File: src/rtl/tyre_magic_formula_top_assert.svh
// Assertion macros shared by the tyre magic formula RTL.
`ifndef TYRE_MAGIC_FORMULA_TOP_ASSERT_SVH
`define TYRE_MAGIC_FORMULA_TOP_ASSERT_SVH

// Same-cycle implication, sampled on clk, off during reset.
`define TMF_ASSERT_IMPL(name, ante, cons, msg) \
  name: assert property (@(posedge clk) disable iff (!rst_n) (ante) |-> (cons)) \
    else $error(msg);

// Next-cycle implication, sampled on clk, off during reset.
`define TMF_ASSERT_NEXT(name, ante, cons, msg) \
  name: assert property (@(posedge clk) disable iff (!rst_n) (ante) |=> (cons)) \
    else $error(msg);

`endif

File: src/rtl/tmf_pkg.sv
// Shared types, constants and elaboration-time CORDIC constant functions.
package tmf_pkg;

  localparam int DATA_W     = 32;
  localparam int CFG_IDX_W  = 3;
  localparam int B_W        = 23;
  localparam int C_W        = 19;
  localparam int E_W        = 21;
  localparam int MAX_STAGES = 32;
  localparam int ANG_FRAC   = 32;
  localparam int SIN_FRAC   = 30;
  localparam int ANG_W      = 36;
  localparam int BX_W       = 41;

  localparam logic [63:0] BX_LIM = 64'h0000_00FF_FFFF_FFFF;

  localparam logic [B_W-1:0]    B_RST  = 23'd655360;
  localparam logic [C_W-1:0]    C_RST  = 19'd124518;
  localparam logic [DATA_W-1:0] D_RST  = 32'd65536;
  localparam logic [E_W-1:0]    E_RST  = 21'd63570;

  typedef enum logic [CFG_IDX_W-1:0] {
    CFG_STIFFNESS  = 3'd0,
    CFG_SHAPE      = 3'd1,
    CFG_PEAK       = 3'd2,
    CFG_CURVATURE  = 3'd3,
    CFG_HSHIFT     = 3'd4,
    CFG_VSHIFT     = 3'd5
  } cfg_idx_t;

  typedef struct packed {
    logic signed [DATA_W-1:0] force_value;
    logic                     saturated;
  } res_t;

  // Shift-subtract division, used only at elaboration.
  function automatic logic [63:0] udiv64(input logic [63:0] num, input logic [63:0] den);
    logic [63:0] q;
    logic [63:0] r;
    q = '0;
    r = '0;
    for (int i = 63; i >= 0; i--) begin
      r = {r[62:0], num[i]};
      if (r >= den) begin
        r = r - den;
        q[i] = 1'b1;
      end
    end
    return q;
  endfunction

  // atan(1/n) in Q62 by its power series.
  function automatic logic [63:0] atan_recip(input logic [63:0] n);
    logic [63:0] p;
    logic [63:0] sum;
    logic [63:0] term;
    p   = udiv64(64'd1 << 62, n);
    sum = '0;
    for (int k = 0; k < 40; k++) begin
      if (p != 64'd0) begin
        term = udiv64(p, 64'(2 * k + 1));
        if (k % 2 == 1) sum = sum - term;
        else sum = sum + term;
        p = udiv64(udiv64(p, n), n);
      end
    end
    return sum;
  endfunction

  // atan(2^-i) in Q32 radians, rounded.
  function automatic logic [63:0] cordic_angle(input int i);
    logic [63:0] q;
    if (i == 0) q = atan_recip(64'd2) + atan_recip(64'd3);
    else q = atan_recip(64'd1 << i);
    return (q + (64'd1 << 29)) >> 30;
  endfunction

  function automatic logic [63:0] isqrt64(input logic [63:0] val);
    logic [63:0] v;
    logic [63:0] r;
    logic [63:0] bitv;
    v    = val;
    r    = '0;
    bitv = 64'd1 << 62;
    for (int j = 0; j < 32; j++) begin
      if (bitv > v) bitv = bitv >> 2;
    end
    for (int j = 0; j < 32; j++) begin
      if (bitv != 64'd0) begin
        if (v >= r + bitv) begin
          v = v - (r + bitv);
          r = (r >> 1) + bitv;
        end else begin
          r = r >> 1;
        end
        bitv = bitv >> 2;
      end
    end
    return r;
  endfunction

  // Reciprocal CORDIC gain in Q30 for a given stage count.
  function automatic logic [63:0] cordic_inv_gain(input int n);
    logic [63:0] g;
    g = 64'd1 << 60;
    for (int i = 0; i < MAX_STAGES; i++) begin
      if (i < n) g = g + (g >> (2 * i));
    end
    return udiv64(64'd1 << 60, isqrt64(g));
  endfunction

  localparam logic [63:0] ANG0_Q32    = cordic_angle(0);
  localparam logic [63:0] HALF_PI_Q32 = ANG0_Q32 << 1;
  localparam logic [63:0] PI_Q32      = ANG0_Q32 << 2;
  localparam logic [63:0] TWO_PI_Q32  = ANG0_Q32 << 3;

endpackage

File: src/rtl/tmf_mod2pi.sv
// Pipelined reduction of a Q32 angle to [-pi/2, pi/2] for the sine CORDIC.
module tmf_mod2pi
  import tmf_pkg::*;
#(
  parameter int PHI_W = 38,
  parameter int QB    = 3
) (
  input  logic                    clk,
  input  logic                    rst_n,
  input  logic                    en,
  input  logic                    in_valid,
  input  logic signed [PHI_W-1:0] phi_i,
  output logic                    out_valid,
  output logic signed [ANG_W-1:0] r_o
);

  localparam int A_W = 36 + QB;
  localparam logic signed [ANG_W-1:0] TWO_PI  = ANG_W'(TWO_PI_Q32);
  localparam logic signed [ANG_W-1:0] PI      = ANG_W'(PI_Q32);
  localparam logic signed [ANG_W-1:0] HALF_PI = ANG_W'(HALF_PI_Q32);

  logic             v_c   [QB+1];
  logic [A_W-1:0]   a_c   [QB+1];
  logic             neg_c [QB+1];

  // magnitude stage
  logic                  v0_r, neg0_r;
  logic [A_W-1:0]        a0_r, a0_nxt;
  logic signed [A_W-1:0] phi_ext;

  always_comb begin
    phi_ext = A_W'(phi_i);
    a0_nxt  = phi_i[PHI_W-1] ? A_W'(-phi_ext) : A_W'(phi_ext);
  end

  always_ff @(posedge clk) begin
    if (!rst_n) begin
      v0_r <= 1'b0;
    end else if (en) begin
      v0_r <= in_valid;
    end
  end

  always_ff @(posedge clk) begin
    if (en) begin
      a0_r   <= a0_nxt;
      neg0_r <= phi_i[PHI_W-1];
    end
  end

  assign v_c[0]   = v0_r;
  assign a_c[0]   = a0_r;
  assign neg_c[0] = neg0_r;

  // restoring steps, one quotient bit each, highest multiple first
  for (genvar j = 0; j < QB; j++) begin : g_step
    localparam logic [A_W-1:0] SUB = A_W'(TWO_PI_Q32 << (QB - 1 - j));
    logic           v_r, neg_r;
    logic [A_W-1:0] a_r, a_nxt;

    assign a_nxt = (a_c[j] >= SUB) ? a_c[j] - SUB : a_c[j];

    always_ff @(posedge clk) begin
      if (!rst_n) begin
        v_r <= 1'b0;
      end else if (en) begin
        v_r <= v_c[j];
      end
    end

    always_ff @(posedge clk) begin
      if (en) begin
        a_r   <= a_nxt;
        neg_r <= neg_c[j];
      end
    end

    assign v_c[j+1]   = v_r;
    assign a_c[j+1]   = a_r;
    assign neg_c[j+1] = neg_r;
  end

  // floor residue in [0, 2*pi), then centered in [-pi, pi), then folded
  logic                    vm_r, vc_r, vf_r;
  logic signed [ANG_W-1:0] m_r, m_nxt;
  logic signed [ANG_W-1:0] c_r, c_nxt;
  logic signed [ANG_W-1:0] f_r, f_nxt;
  logic signed [ANG_W-1:0] a_fin;

  always_comb begin
    a_fin = ANG_W'(a_c[QB]);
    m_nxt = (neg_c[QB] && (a_c[QB] != '0)) ? TWO_PI - a_fin : a_fin;
    c_nxt = (m_r >= PI) ? m_r - TWO_PI : m_r;
    if (c_r > HALF_PI) f_nxt = PI - c_r;
    else if (c_r < -HALF_PI) f_nxt = -PI - c_r;
    else f_nxt = c_r;
  end

  always_ff @(posedge clk) begin
    if (!rst_n) begin
      vm_r <= 1'b0;
      vc_r <= 1'b0;
      vf_r <= 1'b0;
    end else if (en) begin
      vm_r <= v_c[QB];
      vc_r <= vm_r;
      vf_r <= vc_r;
    end
  end

  always_ff @(posedge clk) begin
    if (en) begin
      m_r <= m_nxt;
      c_r <= c_nxt;
      f_r <= f_nxt;
    end
  end

  assign out_valid = vf_r;
  assign r_o       = f_r;

endmodule

File: config.mk
export PLATFORM = sky130hd
export DESIGN_NAME = tmf_mod2pi
export DESIGN_NICKNAME = d
export VERILOG_FILES = /design/src/rtl/tyre_magic_formula_top_assert.svh /design/src/rtl/tmf_pkg.sv /design/src/rtl/tmf_mod2pi.sv
export SDC_FILE = /design/constraint.sdc
export NUM_CORES = 1
export LEC_CHECK = 0
export ABC_AREA = 1
export BUFFER_PORTS_ARGS = -buffer_cell sky130_fd_sc_hd__buf_2
export CAP_MARGIN = 10
export CORE_MARGIN = 5
export CORE_UTILIZATION = 50
export CTS_CLUSTER_DIAMETER = 80
export CTS_CLUSTER_SIZE = 10
export DETAILED_ROUTE_END_ITERATION = 16
export GPL_TIMING_DRIVEN = 0
export HOLD_SLACK_MARGIN = 0.12
export PLACE_DENSITY = 0.67
export SLEW_MARGIN = 10
export SYNTH_ARGS = -nofsm -noshare
export SYNTH_HDL_FRONTEND = slang
export SYNTH_SLANG_ARGS = --single-unit
File: constraint.sdc
create_clock -name clk -period 5.6 [get_ports clk]
set_clock_uncertainty 0.2 [all_clocks]
set_input_delay 0.28 -clock clk [delete_from_list [all_inputs] [get_ports clk]]
set_output_delay 0.28 -clock clk [all_outputs]
set_load 0.05 [all_outputs]
==> metrics, run 1 <==
status=finished, final reports clean; worst r2r path cells=6; worst path required time=5.66 ns; leading cell type in the layout, fill and taps excluded=nand2_1; routed vias=21,800; synthesized flop and latch total=275; mux cell area share after synthesis=0; HPWL Detailed=54,800 um; Seq pwr share=0.386; clock root cell=clkbuf_16; worst setup margin=2.19 ns; post-synthesis simple-gate area fraction=0.376; Total GRT Usage=0.294; number of port buffers=78; yosys warns=0; Synth top area share=0.378; clock period minus worst slack=3.41 ns; largest net degree at the start of global routing=121; CTS sink count=275; Max-Cap Viols=0; Leak=11.0 nW; Floorplan Core Area=0.0420 sq mm; Internal Dissipation=4.68 mW; hold_ws=0.211 ns; Placement Setup Slack=2.43 ns; DRC Markers=0; Synth Cell Area=0.0213 sq mm; CTS HTree Levels=2; register area share after synthesis=0.385; critical path arrival=3.47 ns; wire per inst=18.1 um; Starting Density=0.506; crit start category=register; area grow syn2layout=12.4%; Post-Route WL=70,300 um; CP endpoint=m_r[29]; pwr/cell area=327 mW/mm^2; logic gate share of total power=0.355; first-pass GRT wire length=110,000 um; Clk Latency, worst-skew pair=0.56 ns; number of global-route vias before repair=20,500; # IOs=79; fraction of the mapped netlist area in adder cells=0.00530; top post-synthesis cells by area=edfxtp_1 (38%), nand2_1 (19%), nor2_1 (7.3%), inv_1 (6.3%), nand3_1 (5.7%); Final setup viols=0; switching part of the total power=0.400; RSZ-0062 raised after global routing=no; Gate Count Post-Synth=3,166; CP Capture Type=register; CTS tree=built; most frequent cells in the layout=nand2_1 (1,094), nor2_1 (413), inv_1 (357); Final Hold Fails=0; Compound-Gate Fraction of Synth Area=0.0845; initial antenna violation count=0; final slew viol count=0; Post-Syn Nets=3,217; Final Cycle Share=0.609; DR pass1 iterations=9; Slew HR=0.251; Inserted Clock Buffers=34; RD Place Congestion=1.03; reg2reg end=m_r[29]; critical path type=register to register; fmax=293 MHz; Routed Antenna Nets=0; Post-CTS Setup Inserts=0; Die Ht=216 um; Die Area=0.0468 sq mm; crit-path max FO=10; P_sw=3.12 mW; Post-Synth XOR/XNOR Area=0.0618; fin nets=3,386; peak supply drop=256 uV; Worst-Margin Slew=1.11 ns; leading area contributor after synthesis=edfxtp_1; Final Core Density=0.568; Mapped Avg Cell Area=6.72 sq um; CTS Buffer Depth=3; clock-pin slew on the worst setup and hold paths=0.05 ns; Std-Cell Rows=75; largest family of logic cells by synthesized area=simple AND/OR/NAND/NOR gates; post-synth cell types=43; worst reg2reg startpoint=g_step[2].a_r[34]; number of vias per cell=5.61; grt total ovfl=0; Reg2Reg Setup Slack=2.19 ns; power share of the clock group=0.259; Hold WC Path Type=register to register; antenna cells=0; critical path startpoint=g_step[2].a_r[34]; 1st-iter DRT viols=2,236; Die W=216 um; fraction of layout cells with a size suffix above 1=0.0640
==> cells by family (layout without fill, tap and decap cells) <==
group	count (synthesis)	after routing
xor gates and xnor gates	150	150
and+or+nand+nor	1939	1939
adders and majority gates	9	9
AOI/OAI and AO/OA	333	333
buffers and inverters	459	638
other	1	1
DFF	275	275
==> worst min-delay path by stage <==
stage / endpoint / cells past startpoint / slack, ns / from
2_1_floorplan: a0_r[0] / 0 / 0.18 / phi_i[0]
3_3_place_gp: g_step[2].neg_r / 0 / 0.20 / g_step[1].neg_r
3_5_place_dp: g_step[2].neg_r / 0 / 0.21 / g_step[1].neg_r
4_1_cts: g_step[2].neg_r / 0 / 0.21 / g_step[1].neg_r
5_1_grt: c_r[1] / 0 / 0.23 / m_r[1]
6_report: g_step[2].neg_r / 0 / 0.21 / g_step[1].neg_r
==> critical path, stage by stage (launching register included) <==
cell      delay, ns
edfxtp_1       0.53
nor4_1         0.99
nand3_1        0.16
o21ai_1        0.32
inv_1          0.09
clkbuf_1       0.26
o21ai_0        0.56
==> area by class of cell <==
cell class | count | area, sq um
Tap cell | 539 | 674
Timing Repair Buffer | 133 | 986
Fill cell | 4119 | 18100
Multi-Input combinational cell | 2432 | 11200
Inverter | 379 | 1420
Clock inverter | 5 | 71.3
Clock buffer | 41 | 898
Buffer | 80 | 434
Sequential cell | 275 | 8190
==> per-stage QoR <==
| step | TNS [ns] | cells | cell area, sq um | power, mW |
|---|---|---|---|---|
| global route | 0 | 3884 | 23900 | 8.27 |
| global placement | -1.97 | 3783 | 22300 | 5.70 |
| detailed placement | 0 | 3785 | 22400 | 5.72 |
| CTS | 0 | 3884 | 23900 | 7.81 |
| floorplan | 0 | 3166 | 21300 | 4.83 |
| finish | 0 | 3884 | 23900 | 7.80 |
==> synthesized netlist by cell type (all sizes together) <==
library cell	n
or2	1
o21bai	11
buf	64
conb	1
nand4	46
ha	9
nor2	419
a21o	4
and2	2
a31oi	16
o31ai	6
nor4	16
nand3	244
nand2	1097
o21a	5
clkbuf	16
a21boi	4
o22ai	6
o211ai	5
dfxtp	7
inv	376
o211a	1
and3	4
nand3b	20
xnor2	21
nor3	89
edfxtp	268
a21oi	81
o21ai	191
clkinv	3
nor3b	1
a211oi	3
xor2	129
==> power by group through the flow <==
stage	Clock (mW)	Combinational, mW	Sequential, mW
floorplan	0	1.71	3.11
global placement	0	2.65	3.06
detailed placement	0	2.67	3.04
CTS	2.08	2.72	3.01
global route	2.17	3.06	3.04
finish	2.02	2.77	3.01
==> sequential cells by signal, indices dropped and copies added (netlist names) <==
| name | cells |
|---|---|
| out_valid | 1 |
| g_step.a_r | 117 |
| vc_r | 1 |
| vm_r | 1 |
| v0_r | 1 |
| m_r | 36 |
| a0_r | 39 |
| r_o | 36 |
| g_step.v_r | 3 |
| neg0_r | 1 |
| g_step.neg_r | 3 |
| c_r | 36 |
==> repair_timing <==
action                     4_1_cts  5_1_grt
setup endpoints to repair        0        0
hold buffers                    53        0
hold endpoints to repair        85        0
resized for setup                0        0
==> per-layer routing <==
| layer | part of all wire | wire [um] | global-route usage | vias to the layer above |
|---|---|---|---|---|
| met2 | 0.47 | 32800 | 0.496 | 976 |
| met3 | 0.069 | 4850 | 0.0388 | 189 |
| li1 | - | - | - | 10600 |
| met4 | 0.044 | 3090 | 0.125 | 0 |
| met5 | 0 | 0 | 0 | - |
| met1 | 0.42 | 29600 | 0.381 | 10000 |
No activity file was read; power rests on OpenSTA's default activity.
==> inputs of run 2 (changes only) <==
--- a/config.mk
+++ b/config.mk
@@ -15,7 +15,7 @@
 export DETAILED_ROUTE_END_ITERATION = 16
 export GPL_TIMING_DRIVEN = 0
 export HOLD_SLACK_MARGIN = 0.12
-export PLACE_DENSITY = 0.67
+export PLACE_DENSITY = 0.69
 export SLEW_MARGIN = 10
 export SYNTH_ARGS = -nofsm -noshare
 export SYNTH_HDL_FRONTEND = slang
==> constraint.sdc (replaced) <==
create_clock -name clk -period 3.1 [get_ports clk]
set_clock_uncertainty 0.2 [all_clocks]
set_input_delay 0.155 -clock clk [delete_from_list [all_inputs] [get_ports clk]]
set_output_delay 0.155 -clock clk [all_outputs]
set_load 0.05 [all_outputs]
==> run 2 against run 1 <==
Power grew 80%. Critical endpoint is now a0_r[25]. Wire length grew 1.2%. Cell area grew 0.87%. Worst setup slack worse by 2.2 ns. First-iteration DRC count shrank 7.5%. Critical path depth rose by 7. Via count rose by 0.17%.
==> metrics, run 2 (same netlist as run 1, synthesis figures left out) <==
Die Ht=216 um; fmax=326 MHz; grt total ovfl=0; Post-Route WL=71,100 um; clock period minus worst slack=3.07 ns; crit-path max FO=5; first-pass GRT wire length=111,000 um; post-route cell area=0.0241 sq mm; Inserted Clock Buffers=35; Slew HR=0.490; Die Area=0.0468 sq mm; Worst-Margin Slew=0.757 ns; Largest register FFs=117; CTS HTree Levels=2; crit start category=input pin; leading cell type in the layout, fill and taps excluded=nand2_1; CP Capture Type=register; most flop-heavy register=g_step.a_r; Tot Pwr=14.1 mW; Routed Antenna Nets=0; Starting Density=0.506; critical path startpoint=phi_i[1]; worst r2r path cells=6; routed vias=21,800; DRC Markers=0; initial antenna violation count=0; Leak=11.0 nW; critical path arrival=3.29 ns; worst path required time=3.32 ns; fin nets=3,404; number of vias per cell=5.60; Top Registers=g_step.a_r (117), a0_r (39); Max-Cap Viols=0; CTS sink count=275; 1st-iter DRT viols=2,068; pwr/cell area=584 mW/mm^2; RD Place Congestion=1.02; worst hold path endpoint=g_step[0].neg_r; critical path type=input pin to register; status=finished, final reports clean; Final setup viols=0; Std-Cell Rows=75; Total GRT Usage=0.296; CTS tree=built; HPWL Detailed=55,600 um; Floorplan Core Area=0.0420 sq mm; number of global-route vias before repair=20,500; peak supply drop=533 uV; DR pass1 iterations=7; reg2reg end=m_r[29]; # IOs=79; CTS Buffer Depth=3; worst hold start=neg0_r; WHS Path Cells=0; largest net degree at the start of global routing=122; Area after DPL=0.0224 sq mm; most frequent cells in the layout=nand2_1 (1,094), nor2_1 (410), inv_1 (357); Reg2Reg Setup Slack=0.08 ns; fraction of layout cells with a size suffix above 1=0.0670; worst reg2reg startpoint=g_step[2].a_r[34]; clock root cell=clkbuf_16; antenna cells=0; Setup Total Neg Slack=0 ns; wire per inst=18.2 um; clock-pin slew on the worst setup and hold paths=0.05 ns; number of port buffers=78; Clk Latency, worst-skew pair=0.56 ns; Final Hold Fails=0; Hold WC Path Type=register to register; final slew viol count=0; Final Cycle Share=0.990; Die W=216 um; area grow syn2layout=13.3%
==> run 2: cell types whose count changed in the layout (fill, tap and decap cells not counted), moves of 2 or more <==
cell and change:
clkbuf_1 -7, clkinv_2 +2, dlygate4sd3_1 +18, nor2_1 -3
nor2_2 +3, nor4_1 -2, nor4_2 +2
==> run 2: worst max-delay path by stage <==
stage / endpoint / slack, ns / cells past startpoint
2_1_floorplan: g_step[1].a_r[30] / 0.85 / 13
3_3_place_gp: out_valid / -2.68 / 4
3_5_place_dp: m_r[29] / 0.07 / 6
4_1_cts: m_r[29] / 0.04 / 6
5_1_grt: a0_r[25] / -0.03 / 13
6_report: a0_r[25] / 0.03 / 13
==> run 2: what timing repair did <==
action	CTS	global route
resized for setup	0	9
hold buffers	71	0
endpoints found under the setup margin	0	21
endpoints found under the hold margin	89	0
setup buffers	0	0
==> run 2: stage by stage <==
| step | hold WS, ns | util | setup slack (ns) | cells |
|---|---|---|---|---|
| 2_1_floorplan | 0.0539 | - | 0.855 | 3166 |
| 3_3_place_gp | 0.148 | 0.531 | -2.68 | 3783 |
| 3_5_place_dp | 0.153 | 0.533 | 0.0729 | 3785 |
| 4_1_cts | 0.216 | 0.573 | 0.0402 | 3900 |
| 5_1_grt | 0.227 | 0.573 | -0.0282 | 3899 |
| 6_report | 0.218 | 0.573 | 0.0308 | 3899 |
==> run 2: routing by layer <==
layer	share of wire	track usage
met1	0.42	0.394
met2	0.47	0.500
met3	0.071	0.0402
met4	0.035	0.101
met5	0	0
==> run 2: critical path, stage by stage <==
cell	delay (ns)
dlygate4sd3_1	0.54
buf_2	0.12
inv_1	0.10
nand3_1	0.14
nor2_2	0.15
nand3_1	0.14
inv_1	0.15
nand3_2	0.18
nor3_2	0.22
o21ai_0	0.12
dlygate4sd3_1	0.60
nand2_1	0.09
dlygate4sd3_1	0.57
==> run 2: power breakdown <==
part | switching (mW) | internal (mW) | total, mW
combinational | 3.58 | 1.48 | 5.06
sequential | 0.552 | 4.89 | 5.44
clock | 1.54 | 2.03 | 3.58
==> run 2: final cells by class <==
class	count	area, sq um
Fill cell	4075	17900
Buffer	79	430
Inverter	379	1420
Timing Repair Buffer	151	1170
Multi-Input combinational cell	2432	11300
Tap cell	539	674
Sequential cell	275	8190
Clock inverter	9	90.1
Clock buffer	35	876
