$ cat src/rtl/tyre_magic_formula_top_assert.svh
// Assertion macros shared by the tyre magic formula RTL.
`ifndef TYRE_MAGIC_FORMULA_TOP_ASSERT_SVH
`define TYRE_MAGIC_FORMULA_TOP_ASSERT_SVH

// Same-cycle implication, sampled on clk, off during reset.
`define TMF_ASSERT_IMPL(name, ante, cons, msg) \
  name: assert property (@(posedge clk) disable iff (!rst_n) (ante) |-> (cons)) \
    else $error(msg);

// Next-cycle implication, sampled on clk, off during reset.
`define TMF_ASSERT_NEXT(name, ante, cons, msg) \
  name: assert property (@(posedge clk) disable iff (!rst_n) (ante) |=> (cons)) \
    else $error(msg);

`endif

$ cat src/rtl/tmf_pkg.sv
// Shared types, constants and elaboration-time CORDIC constant functions.
package tmf_pkg;

  localparam int DATA_W     = 32;
  localparam int CFG_IDX_W  = 3;
  localparam int B_W        = 23;
  localparam int C_W        = 19;
  localparam int E_W        = 21;
  localparam int MAX_STAGES = 32;
  localparam int ANG_FRAC   = 32;
  localparam int SIN_FRAC   = 30;
  localparam int ANG_W      = 36;
  localparam int BX_W       = 41;

  localparam logic [63:0] BX_LIM = 64'h0000_00FF_FFFF_FFFF;

  localparam logic [B_W-1:0]    B_RST  = 23'd655360;
  localparam logic [C_W-1:0]    C_RST  = 19'd124518;
  localparam logic [DATA_W-1:0] D_RST  = 32'd65536;
  localparam logic [E_W-1:0]    E_RST  = 21'd63570;

  typedef enum logic [CFG_IDX_W-1:0] {
    CFG_STIFFNESS  = 3'd0,
    CFG_SHAPE      = 3'd1,
    CFG_PEAK       = 3'd2,
    CFG_CURVATURE  = 3'd3,
    CFG_HSHIFT     = 3'd4,
    CFG_VSHIFT     = 3'd5
  } cfg_idx_t;

  typedef struct packed {
    logic signed [DATA_W-1:0] force_value;
    logic                     saturated;
  } res_t;

  // Shift-subtract division, used only at elaboration.
  function automatic logic [63:0] udiv64(input logic [63:0] num, input logic [63:0] den);
    logic [63:0] q;
    logic [63:0] r;
    q = '0;
    r = '0;
    for (int i = 63; i >= 0; i--) begin
      r = {r[62:0], num[i]};
      if (r >= den) begin
        r = r - den;
        q[i] = 1'b1;
      end
    end
    return q;
  endfunction

  // atan(1/n) in Q62 by its power series.
  function automatic logic [63:0] atan_recip(input logic [63:0] n);
    logic [63:0] p;
    logic [63:0] sum;
    logic [63:0] term;
    p   = udiv64(64'd1 << 62, n);
    sum = '0;
    for (int k = 0; k < 40; k++) begin
      if (p != 64'd0) begin
        term = udiv64(p, 64'(2 * k + 1));
        if (k % 2 == 1) sum = sum - term;
        else sum = sum + term;
        p = udiv64(udiv64(p, n), n);
      end
    end
    return sum;
  endfunction

  // atan(2^-i) in Q32 radians, rounded.
  function automatic logic [63:0] cordic_angle(input int i);
    logic [63:0] q;
    if (i == 0) q = atan_recip(64'd2) + atan_recip(64'd3);
    else q = atan_recip(64'd1 << i);
    return (q + (64'd1 << 29)) >> 30;
  endfunction

  function automatic logic [63:0] isqrt64(input logic [63:0] val);
    logic [63:0] v;
    logic [63:0] r;
    logic [63:0] bitv;
    v    = val;
    r    = '0;
    bitv = 64'd1 << 62;
    for (int j = 0; j < 32; j++) begin
      if (bitv > v) bitv = bitv >> 2;
    end
    for (int j = 0; j < 32; j++) begin
      if (bitv != 64'd0) begin
        if (v >= r + bitv) begin
          v = v - (r + bitv);
          r = (r >> 1) + bitv;
        end else begin
          r = r >> 1;
        end
        bitv = bitv >> 2;
      end
    end
    return r;
  endfunction

  // Reciprocal CORDIC gain in Q30 for a given stage count.
  function automatic logic [63:0] cordic_inv_gain(input int n);
    logic [63:0] g;
    g = 64'd1 << 60;
    for (int i = 0; i < MAX_STAGES; i++) begin
      if (i < n) g = g + (g >> (2 * i));
    end
    return udiv64(64'd1 << 60, isqrt64(g));
  endfunction

  localparam logic [63:0] ANG0_Q32    = cordic_angle(0);
  localparam logic [63:0] HALF_PI_Q32 = ANG0_Q32 << 1;
  localparam logic [63:0] PI_Q32      = ANG0_Q32 << 2;
  localparam logic [63:0] TWO_PI_Q32  = ANG0_Q32 << 3;

endpackage

$ cat src/rtl/tmf_out_skid.sv
// Two-entry output buffer that decouples the result channel from the pipeline.
module tmf_out_skid
  import tmf_pkg::*;
(
  input  logic clk,
  input  logic rst_n,
  input  logic push_valid,
  input  res_t push_data,
  output logic full,
  output logic out_valid,
  input  logic out_ready,
  output res_t out_data
);

  logic [1:0] cnt_r, cnt_nxt;
  res_t       ent0_r, ent0_nxt;
  res_t       ent1_r, ent1_nxt;
  logic       pop;

  assign pop = (cnt_r != 2'd0) && out_ready;

  always_comb begin
    cnt_nxt  = cnt_r;
    ent0_nxt = ent0_r;
    ent1_nxt = ent1_r;
    if (pop && push_valid) begin
      if (cnt_r == 2'd2) begin
        ent0_nxt = ent1_r;
        ent1_nxt = push_data;
      end else begin
        ent0_nxt = push_data;
      end
    end else if (pop) begin
      ent0_nxt = ent1_r;
      cnt_nxt  = cnt_r - 2'd1;
    end else if (push_valid) begin
      if (cnt_r == 2'd0) ent0_nxt = push_data;
      else ent1_nxt = push_data;
      cnt_nxt = cnt_r + 2'd1;
    end
  end

  always_ff @(posedge clk) begin
    if (!rst_n) begin
      cnt_r <= 2'd0;
    end else begin
      cnt_r <= cnt_nxt;
    end
  end

  always_ff @(posedge clk) begin
    ent0_r <= ent0_nxt;
    ent1_r <= ent1_nxt;
  end

  assign full      = (cnt_r == 2'd2);
  assign out_valid = (cnt_r != 2'd0);
  assign out_data  = ent0_r;

endmodule

$ cat config.mk
export PLATFORM = sky130hd
export DESIGN_NAME = tmf_out_skid
export DESIGN_NICKNAME = d
export VERILOG_FILES = /design/src/rtl/tyre_magic_formula_top_assert.svh /design/src/rtl/tmf_pkg.sv /design/src/rtl/tmf_out_skid.sv
export SDC_FILE = /design/constraint.sdc
export NUM_CORES = 1
export LEC_CHECK = 0
export ABC_CLOCK_PERIOD_IN_PS = 11350
export BUFFER_PORTS_ARGS = -buffer_cell sky130_fd_sc_hd__clkbuf_2
export CAP_MARGIN = 10
export CORE_AREA = 2 2 73 75
export CTS_CLUSTER_SIZE = 10
export DETAILED_ROUTE_END_ITERATION = 8
export DIE_AREA = 0 0 75 77
export GPL_ROUTABILITY_DRIVEN = 0
export PLACE_DENSITY = 0.81
export SLEW_MARGIN = 5
export SYNTH_ARGS = -nofsm -noshare
export SYNTH_HDL_FRONTEND = slang
export SYNTH_SLANG_ARGS = --single-unit
$ cat constraint.sdc
create_clock -name clk -period 11.35 [get_ports clk]
set_clock_uncertainty 0.1 [all_clocks]
set_input_delay 2.27 -clock clk [delete_from_list [all_inputs] [get_ports clk]]
set_output_delay 2.27 -clock clk [all_outputs]
set_load 0.01 [all_outputs]
==> results of run 1 <==
[worst paths after layout]
kind / to / depth (start not counted) / slack [ns]
worst min-delay path: out_data[8] / 1 / 0.44
worst max register to register: out_data[5] / 3 / 9.25
worst max-delay path: out_valid / 2 / 7.78
worst min register to register: out_data[8] / 1 / 0.44
[cell usage in the layout, fill, tap and decap left out, drive strengths merged, types with 2 or more instances in the layout]
cell type,netlist,routed
clkbuf,0,81
edfxtp,66,66
mux2,33,33
nand2,5,5
clkinv,0,4
inv,2,2
mux2i,2,2
bufinv,0,2
dfxtp,2,2
o21ai,2,2
[power by group through the flow]
stage,Clock [uW],Sequential (uW),Combinational [uW]
CTS,209,302,57.8
detailed placement,0,308,57.7
finish,205,302,56.7
global placement,0,307,55.9
floorplan,0,314,28.4
global route,220,304,61.4
[state kept, by name, indices dropped and copies added, names as in the netlist]
signal and flops:
ent1_r 33, out_data 33, cnt_r 2
[final cells by class]
cell class	instances	area, um^2
inverters	2	7.507
well taps	70	87.58
repair buffers	71	355.3
fillers	370	1690
multi-input cells	49	608.1
flip-flops and latches	68	2022
clock buffers	10	127.6
clock inverters	6	78.83
[through the flow]
stage                     hold WS [ns]  total power (uW)  worst slack [ns]  std cells
after floorplan                 0.4246             342.1             6.091        124
after global placement          0.4295             362.8             7.505        260
after detailed placement        0.4333             365.4             7.451        260
after CTS                       0.4475             569.5             7.757        276
after global routing            0.4626             585.2             7.676        276
final                           0.4409             563.4             7.778        276
[synthesized netlist by cell type (2+ instances only)]
cell type and count:
edfxtp_1 66, mux2i_1 2, nand2_1 5, mux2_2 3, dfxtp_1 2, o21ai_0 2
inv_1 2, buf_6 3, mux2_4 30
[cells by family after synthesis]
kind of cell / count (synthesis) / synth area share, %
AO/OA/AOI/OAI: 4 / 0.9834
buffers and inverters: 7 / 2.014
multiplexers: 35 / 18.88
flip-flops: 68 / 75.69
AND/OR/NAND/NOR: 10 / 2.436
[metal layers]
layer  part of all wire (%)  global-route usage (%)  vias up
li1                       -                       -      642
met1                     42                   20.20      634
met2                     50                   23.95       41
met3                    7.2                   7.753        5
met4                    1.3                   7.500        0
met5                      0                       0        -
==> impl_results.md, run 1 <==
* Status: complete, no violations
* ANT nets after route at 0
* Final period util at 31.47%
* Worst Tran Pin Value at 1.020 ns
* Critical-path maximum fanout at 7
* Post-DR vias/cell at 4.790
* Worst Setup End Kind: output pin
* Num rows at 26
* Post-Synthesis Cells at 124
* RSZ-0062 raised after global routing: no
* Hold Path Origin: ent1_r[8]
* Critical-path cell list: or2_1, clkbuf_2
* Avg Inst Size Synth at 21.54 um^2
* Yosys top cell by area: edfxtp_1
* GRT overflow at 0
* Crit-path leading delay family: flip-flops
* Maxcap violations at 0
* CTS root buf: clkbuf_8
* Hpwl dp at 2.853 mm
* PwrDens at 171.4 mW/mm^2
* First-pass GRT wire length at 6.748 mm
* Share of the synthesized area in the top cell type at 74.19%
* Final Core Density at 66.04%
* Sequential fraction of the synthesis area at 75.69%
* Class of the worst hold path: reg -> reg
* Post_cts resized at 0
* Die height at 77 um
* Critical Path RT at 8.98 ns
* Nets at 238
* Net Switching at 116.7 uW
* Fmax at 279.9 MHz
* Initial antenna violation count at 0
* CP bufs+invs at 1
* Setup TNS at 0 ns
* Static Leak at 0.001395 uW
* Worst-Skew Late Latency at 0.32 ns
* Synth warn at 0
* Final wirelength at 4.210 mm
* Global-route usage over all layers at 16.29%
* Post-CTS setup repair buffer count at 0
* Sequential Power Share at 53.6%
* Startpoint Class: flop
* Slew Viols, Final at 0
* Routed len/inst at 15.25 um
* Final Cell Area at 0.003287 mm^2
* Post-DP Area at 0.003080 mm^2
* Largest net degree at the start of global routing at 34
* Initial Util at 53.67%
* 1st-iter DRT viols at 62
* Clock Power Share at 36.3%
* Syn_nets at 161
* Drt drc at 0
* Die ar. at 0.005775 mm^2
* CTS Buf Count at 9
* Min cycle time layout at 3.572 ns
* Longest Clk Path Bufs at 2
* TritonCTS clock tree: built
* Area delta synth->final at 23.04%
* Comb pwr share at 10.1%
* Sw Ratio at 20.72%
* Slowest Stage Delay on Critical Path at 0.41 ns
* Netlist cell types at 18
* Slew Limit Headroom at 31.75%
* Top cells by area, synth: edfxtp_1 (74%), mux2_4 (17%), dfxtp_1 (1.5%), buf_6 (1.3%), mux2_2 (1.3%)
* Post-synth EDFFs at 66
* Worst-path clk slew at 0.07 ns
* #FFs+latches synth at 68
* Htree depth at 3
* Vias in the first global route at 1,386
* TritonRoute pass-1 iters at 4
* Synthesized area at 0.002671 mm^2
* Die Wd at 75 um
* Vias at 1,322
* Async SR Flop Fraction at 0%
* Core ar. at 0.004977 mm^2
* I/O Buffers at 71
* IO Count at 72
* Worst r2r src: cnt_r[0]
* Slowest-stage cell, CP: dfxtp_1
* CP Class: reg -> out
* Internal power at 446.7 uW
* Clock sinks at 68
* Hold-fix buffers, CTS at 0
* Layout cells sized above 1 at 58.74%
* Dominant synthesized flop cell: edfxtp_1
* Final hold vios at 0
* Peak supply drop at 0.1014 mV
* WP data arrival at 1.20 ns
* N_diodes at 0
* Endpoints failing setup at 0
* CP startpoint: cnt_r[0]
Power figures use the tool's default switching activity.
==> run 2, diff against run 1 <==
--- a/config.mk
+++ b/config.mk
@@ -5,15 +5,15 @@
 export SDC_FILE = /design/constraint.sdc
 export NUM_CORES = 1
 export LEC_CHECK = 0
-export ABC_CLOCK_PERIOD_IN_PS = 11350
+export ABC_CLOCK_PERIOD_IN_PS = 3500
 export BUFFER_PORTS_ARGS = -buffer_cell sky130_fd_sc_hd__clkbuf_2
 export CAP_MARGIN = 10
-export CORE_AREA = 2 2 73 75
+export CORE_AREA = 2 2 76 78
 export CTS_CLUSTER_SIZE = 10
 export DETAILED_ROUTE_END_ITERATION = 8
-export DIE_AREA = 0 0 75 77
+export DIE_AREA = 0 0 78 80
 export GPL_ROUTABILITY_DRIVEN = 0
-export PLACE_DENSITY = 0.81
+export PLACE_DENSITY = 0.76
 export SLEW_MARGIN = 5
 export SYNTH_ARGS = -nofsm -noshare
 export SYNTH_HDL_FRONTEND = slang
==> constraint.sdc (replaced) <==
create_clock -name clk -period 3.5 [get_ports clk]
set_clock_uncertainty 0.1 [all_clocks]
set_input_delay 0.7 -clock clk [delete_from_list [all_inputs] [get_ports clk]]
set_output_delay 0.7 -clock clk [all_outputs]
set_load 0.01 [all_outputs]
==> run 2 against run 1 <==
Combinational power rose to 3.3 times the previous value. Non-clock buffer count up 2. Flip-flop and latch count unchanged. Utilization down 5.1 points. Via count about the same. Clock-buffer cell count unchanged. Register-to-register slack worse by 7.9 ns. Worst hold slack better by 0.0056 ns. Largest power group unchanged.
==> impl_results.md, run 2 (synthesis results as in run 1) <==
* Final hold vios at 0 (unchanged)
* Hold-fix buffers, CTS at 0 (unchanged)
* Maxcap violations at 0 (unchanged)
* Register Area at 0.002022 mm^2 (unchanged)
* Clock sinks at 68 (unchanged)
* Commonest non-fill, non-tap cell in the layout: clkbuf_2
* Die ar. at 0.006240 mm^2 (+8.1%)
* Setup TNS at 0 ns (unchanged)
* Most frequent cells in the layout: clkbuf_2 (71), edfxtp_1 (66), mux2_4 (30)
* Worst-Skew Late Latency at 0.33 ns (about the same)
* Routed len/inst at 14.44 um (-5.4%)
* TritonCTS clock tree: built
* Final period util at 60.71%
* CP Class: reg -> reg
* Die height at 80 um (+3.9%)
* Vias in the first global route at 1,303 (-6.0%)
* Slew Viols, Final at 0 (unchanged)
* N_diodes at 0 (unchanged)
* ANT nets after route at 0 (unchanged)
* Worst Tran Pin Value at 0.7403 ns (-0.2797 ns)
* First-pass GRT wire length at 6.120 mm (-9.3%)
* Num rows at 27 (+3.8%)
* Fin cells at 280 (+1.4%)
* CP bufs+invs at 0 (-1)
* Critical Path RT at 3.47 ns (-5.51 ns)
* Startpoint Class: flop
* CTS root buf: clkbuf_8
* 1st-iter DRT viols at 65 (+4.8%)
* Slowest-stage cell, CP: nand3_4
* Worst-path clk slew at 0.07 ns (about the same)
* Reg-to-reg slack, setup at 1.38 ns (-7.87 ns)
* Final Core Density at 60.90% (-5.1 points)
* Min cycle time layout at 2.125 ns
* Nets at 240 (+0.84%)
* Static Leak at 0.001394 uW (about the same)
* IO Count at 72 (unchanged)
* Initial antenna violation count at 0 (unchanged)
* Drt drc at 0 (unchanged)
* Initial Util at 49.42% (-4.2 points)
* Area delta synth->final at 23.23%
* Core ar. at 0.005405 mm^2 (+8.6%)
* Critical-path maximum fanout at 33 (+26)
* Class of the worst hold path: reg -> reg
* Slew Limit Headroom at 50.46% (+19 points)
* Slowest Stage Delay on Critical Path at 0.55 ns (+0.14 ns)
* CTS Buf Count at 9 (unchanged)
* GRT overflow at 0 (unchanged)
* Endpoints failing setup at 0 (unchanged)
* Die Wd at 78 um (+4.0%)
* Fillcell total at 410 (+11%)
* Post-CTS setup repair buffer count at 0 (unchanged)
* RSZ-0062 raised after global routing: no
* Placed Cells at 264 (+1.5%)
* Vias at 1,321 (-0.076%)
* Footprint of the multi-input gates at 606.8 um^2 (-0.21%)
* Status: complete, no violations
* Hpwl dp at 2.911 mm (+2.0%)
* Global-route usage over all layers at 13.49% (-2.8 points)
* Largest net degree at the start of global routing at 34 (unchanged)
* Htree depth at 3 (unchanged)
* Peak supply drop at 0.3230 mV (+220%)
* I/O Buffers at 71 (unchanged)
* Crit-path leading delay family: simple AND/OR/NAND/NOR gates
* Final wirelength at 4.042 mm (-4.0%)
* Hold Worst Slack at 0.4465 ns (+0.005594 ns)
* Longest Clk Path Bufs at 2 (unchanged)
* Fmax at 470.6 MHz
* WP data arrival at 2.10 ns (+0.90 ns)
* TritonRoute pass-1 iters at 4 (unchanged)
* PwrDens at 532.7 mW/mm^2 (+210%)
* Critical-path cell list: or2_1, nand3_4, mux2_4
* Worst Setup End Kind: flop
* Post_cts resized at 0 (unchanged)
* Layout cells sized above 1 at 57.69% (-1.0 points)
* Post-DR vias/cell at 4.718 (-1.5%)
## run 2: per-stage QoR
stage,power (uW),setup WS [ns],area [um^2]
finish,1754,1.375,3292
global route,1824,1.255,3292
CTS,1770,1.351,3292
detailed placement,1188,1.176,3109
global placement,1180,1.221,3109
floorplan,1108,0.7049,2671
## run 2: path summary, 6_finish.rpt
path | startpoint | to | cells after the start
setup / recovery | cnt_r[0] | out_data[27] | 3
hold / removal | ent1_r[30] | out_data[30] | 1
setup reg to reg | cnt_r[0] | out_data[27] | 3
hold reg to reg | ent1_r[30] | out_data[30] | 1
## run 2: layout make-up
class / count / area share (%)
tap: 72 / 2.737
clock inverter: 6 / 1.672
clock buffer: 10 / 3.877
timing repair buffer: 73 / 11.63
multi-input combinational: 49 / 18.43
inverter: 2 / 0.2280
sequential: 68 / 61.42
## run 2: metal layers
layer	global-route usage [%]	vias to the layer above	part of all wire (%)	routed length [um]
met1	15.37	627	40	1622
met3	2.715	10	4.1	166
met5	0	-	0	0
met2	22.59	41	53	2146
met4	10.00	0	2.7	108
li1	-	643	-	-
## run 2: power by group
part	internal, uW	total [uW]	switching [uW]
sequential	963	977	14.2
clock	322	588	266
combinational	93.7	189	95.2
total	1380	1750	375
==> run 3, diff against run 2 <==
--- a/config.mk
+++ b/config.mk
@@ -5,15 +5,15 @@
 export SDC_FILE = /design/constraint.sdc
 export NUM_CORES = 1
 export LEC_CHECK = 0
-export ABC_CLOCK_PERIOD_IN_PS = 3500
+export ABC_CLOCK_PERIOD_IN_PS = 1900
 export BUFFER_PORTS_ARGS = -buffer_cell sky130_fd_sc_hd__clkbuf_2
 export CAP_MARGIN = 10
-export CORE_AREA = 2 2 76 78
+export CORE_AREA = 2 2 79 81
 export CTS_CLUSTER_SIZE = 10
 export DETAILED_ROUTE_END_ITERATION = 8
-export DIE_AREA = 0 0 78 80
+export DIE_AREA = 0 0 81 83
 export GPL_ROUTABILITY_DRIVEN = 0
-export PLACE_DENSITY = 0.76
+export PLACE_DENSITY = 0.74
 export SLEW_MARGIN = 5
 export SYNTH_ARGS = -nofsm -noshare
 export SYNTH_HDL_FRONTEND = slang
==> constraint.sdc (replaced) <==
create_clock -name clk -period 1.9 [get_ports clk]
set_clock_uncertainty 0.1 [all_clocks]
set_input_delay 0.38 -clock clk [delete_from_list [all_inputs] [get_ports clk]]
set_output_delay 0.38 -clock clk [all_outputs]
set_load 0.01 [all_outputs]
==> run 3 against run 2 <==
Utilization shrank 3.3 points. Largest power group unchanged. Sequential share of layout area decreased by 1.1 points. Flip-flop and latch count is the same. Global-route usage rose by 0.33 points. Worst hold slack worse by 0.31 ns. Critical endpoint is now out_valid. Highest routed layer unchanged. Total power increased by 85%. Sequential power is 84% higher. Final cell count rose by 1.8%. Largest cell class unchanged.
==> impl_results.md, run 3 (synthesis results as in run 1) <==
* Fmax at 579.5 MHz
* Slew Limit Headroom at 85.58% (+35 points)
* Peak supply drop at 0.4995 mV (+55%)
* Min cycle time layout at 1.726 ns
* Final period util at 90.82%
* WP data arrival at 1.25 ns (-0.85 ns)
* Critical-path maximum fanout at 7 (-79%)
* Post-DR vias/cell at 4.695 (-0.49%)
* CTS root buf: clkbuf_8
* N_diodes at 0 (unchanged)
* Register Area at 0.002022 mm^2 (unchanged)
* Final wirelength at 4.369 mm (+8.1%)
* Commonest non-fill, non-tap cell in the layout: clkbuf_2
* Htree depth at 3 (unchanged)
* Crit path depth at 3 (unchanged)
* Slowest-stage cell, CP: dfxtp_1
* Worst-Skew Late Latency at 0.32 ns (about the same)
* TritonRoute pass-1 iters at 4 (unchanged)
* Routed len/inst at 15.33 um (+6.2%)
* RSZ-0062 raised after global routing: no
* Vias in the first global route at 1,331 (+2.1%)
* Worst Tran Pin Value at 0.2162 ns (-0.5240 ns)
* Area delta synth->final at 25.48%
* Layout cells sized above 1 at 59.05% (+1.4 points)
* Reg-to-reg slack, setup at 0.20 ns (-1.18 ns)
* Startpoint Class: flop
* I/O Buffers at 71 (unchanged)
* Die ar. at 0.006723 mm^2 (+7.7%)
* Most frequent cells in the layout: clkbuf_2 (71), edfxtp_1 (66), mux2_4 (30)
* CP bufs+invs at 2 (+2)
* Initial antenna violation count at 0 (unchanged)
* Post_cts resized at 0 (unchanged)
* First-pass GRT wire length at 6.679 mm (+9.1%)
* CTS Buf Count at 9 (unchanged)
* Maxcap violations at 0 (unchanged)
* Initial Util at 45.93% (-3.5 points)
* Core ar. at 0.005816 mm^2 (+7.6%)
* Hpwl dp at 3.026 mm (+4.0%)
* Longest Clk Path Bufs at 2 (unchanged)
* R2R cell count at 4 (+1)
* Critical-path cell list: or2_1, buf_4, clkbuf_2
* Hold-fix buffers, CTS at 0 (unchanged)
* Endpoints failing setup at 0 (unchanged)
* IO Count at 72 (unchanged)
* Crit-path leading delay family: flip-flops
* Slew Viols, Final at 0 (unchanged)
* Post-CTS setup repair buffer count at 0 (unchanged)
* Post-DP Area at 0.003182 mm^2 (+2.3%)
* GRT overflow at 0 (unchanged)
* 1st-iter DRT viols at 87 (+34%)
* Largest net degree at the start of global routing at 34 (unchanged)
* Class of the worst hold path: in -> reg
* TritonCTS clock tree: built
* CP Class: reg -> out
* Die Wd at 81 um (+3.8%)
* Hold path cells at 1 (unchanged)
* Setup TNS at 0 ns (unchanged)
* Nets at 244 (+1.7%)
* Critical Path RT at 1.42 ns (-2.05 ns)
* Worst Setup End Kind: output pin
* Static Leak at 0.001422 uW (+2.0%)
* Num rows at 28 (+3.7%)
* PwrDens at 965.7 mW/mm^2 (+81%)
* ANT nets after route at 0 (unchanged)
* Status: complete, no violations
* Die height at 83 um (+3.8%)
* Global-route usage over all layers at 13.83% (+0.33 points)
* Vias at 1,338 (+1.3%)
* Final Cell Area at 0.003352 mm^2 (+1.8%)
* Drt drc at 0 (unchanged)
* Footprint of the multi-input gates at 608.1 um^2 (+0.21%)
* Fillcell total at 484 (+18%)
* Final hold vios at 0 (unchanged)
* Slowest Stage Delay on Critical Path at 0.36 ns (-0.19 ns)
* Worst-path clk slew at 0.07 ns (about the same)
* Clock sinks at 68 (unchanged)
[run 3: through the flow]
step	utilization (%)	hold WS (ns)	instances	setup slack, ns	power [uW]
finish	57.64	0.1413	285	0.1744	3237
global route	57.64	0.1301	285	0.1050	3372
CTS	57.64	0.1255	285	0.1525	3279
detailed placement	54.71	0.4328	271	0.1924	2211
global placement	54.71	0.4293	271	0.2132	2197
floorplan	-	0.3789	124	0.1211	2043
[run 3: worst paths after layout]
kind / from / to
min reg2reg: ent1_r[14] / out_data[14]
min: push_data[24] / ent1_r[24]
max: cnt_r[0] / out_valid
max reg2reg: cnt_r[0] / out_data[32]
[run 3: worst register-to-register path: stages, from the launching register on]
cell and delay [ns]:
dfxtp_1 0.36, or2_1 0.27, nand3_4 0.21, buf_12 0.19
mux2_2 0.34
[run 3: routing by layer]
metal | track usage [%] | share of wire, % | up-vias
li1 | - | - | 649
met1 | 16.22 | 41 | 639
met2 | 22.46 | 52 | 42
met3 | 3.152 | 4.5 | 8
met4 | 8.783 | 2.2 | 0
met5 | 0 | 0 | -
[run 3: report_power, final]
part | internal, uW | switching (uW)
registers | 1770 | 28.2
clock network | 581 | 485
logic | 189 | 180
total | 2540 | 694
[run 3: cell type report]
type / count / area share (%)
clock inverter: 4 / 1.269
sequential: 68 / 60.32
inverter: 2 / 0.2240
clock buffer: 10 / 3.807
multi-input combinational: 49 / 18.14
timing repair buffer: 77 / 13.44
tap: 75 / 2.800
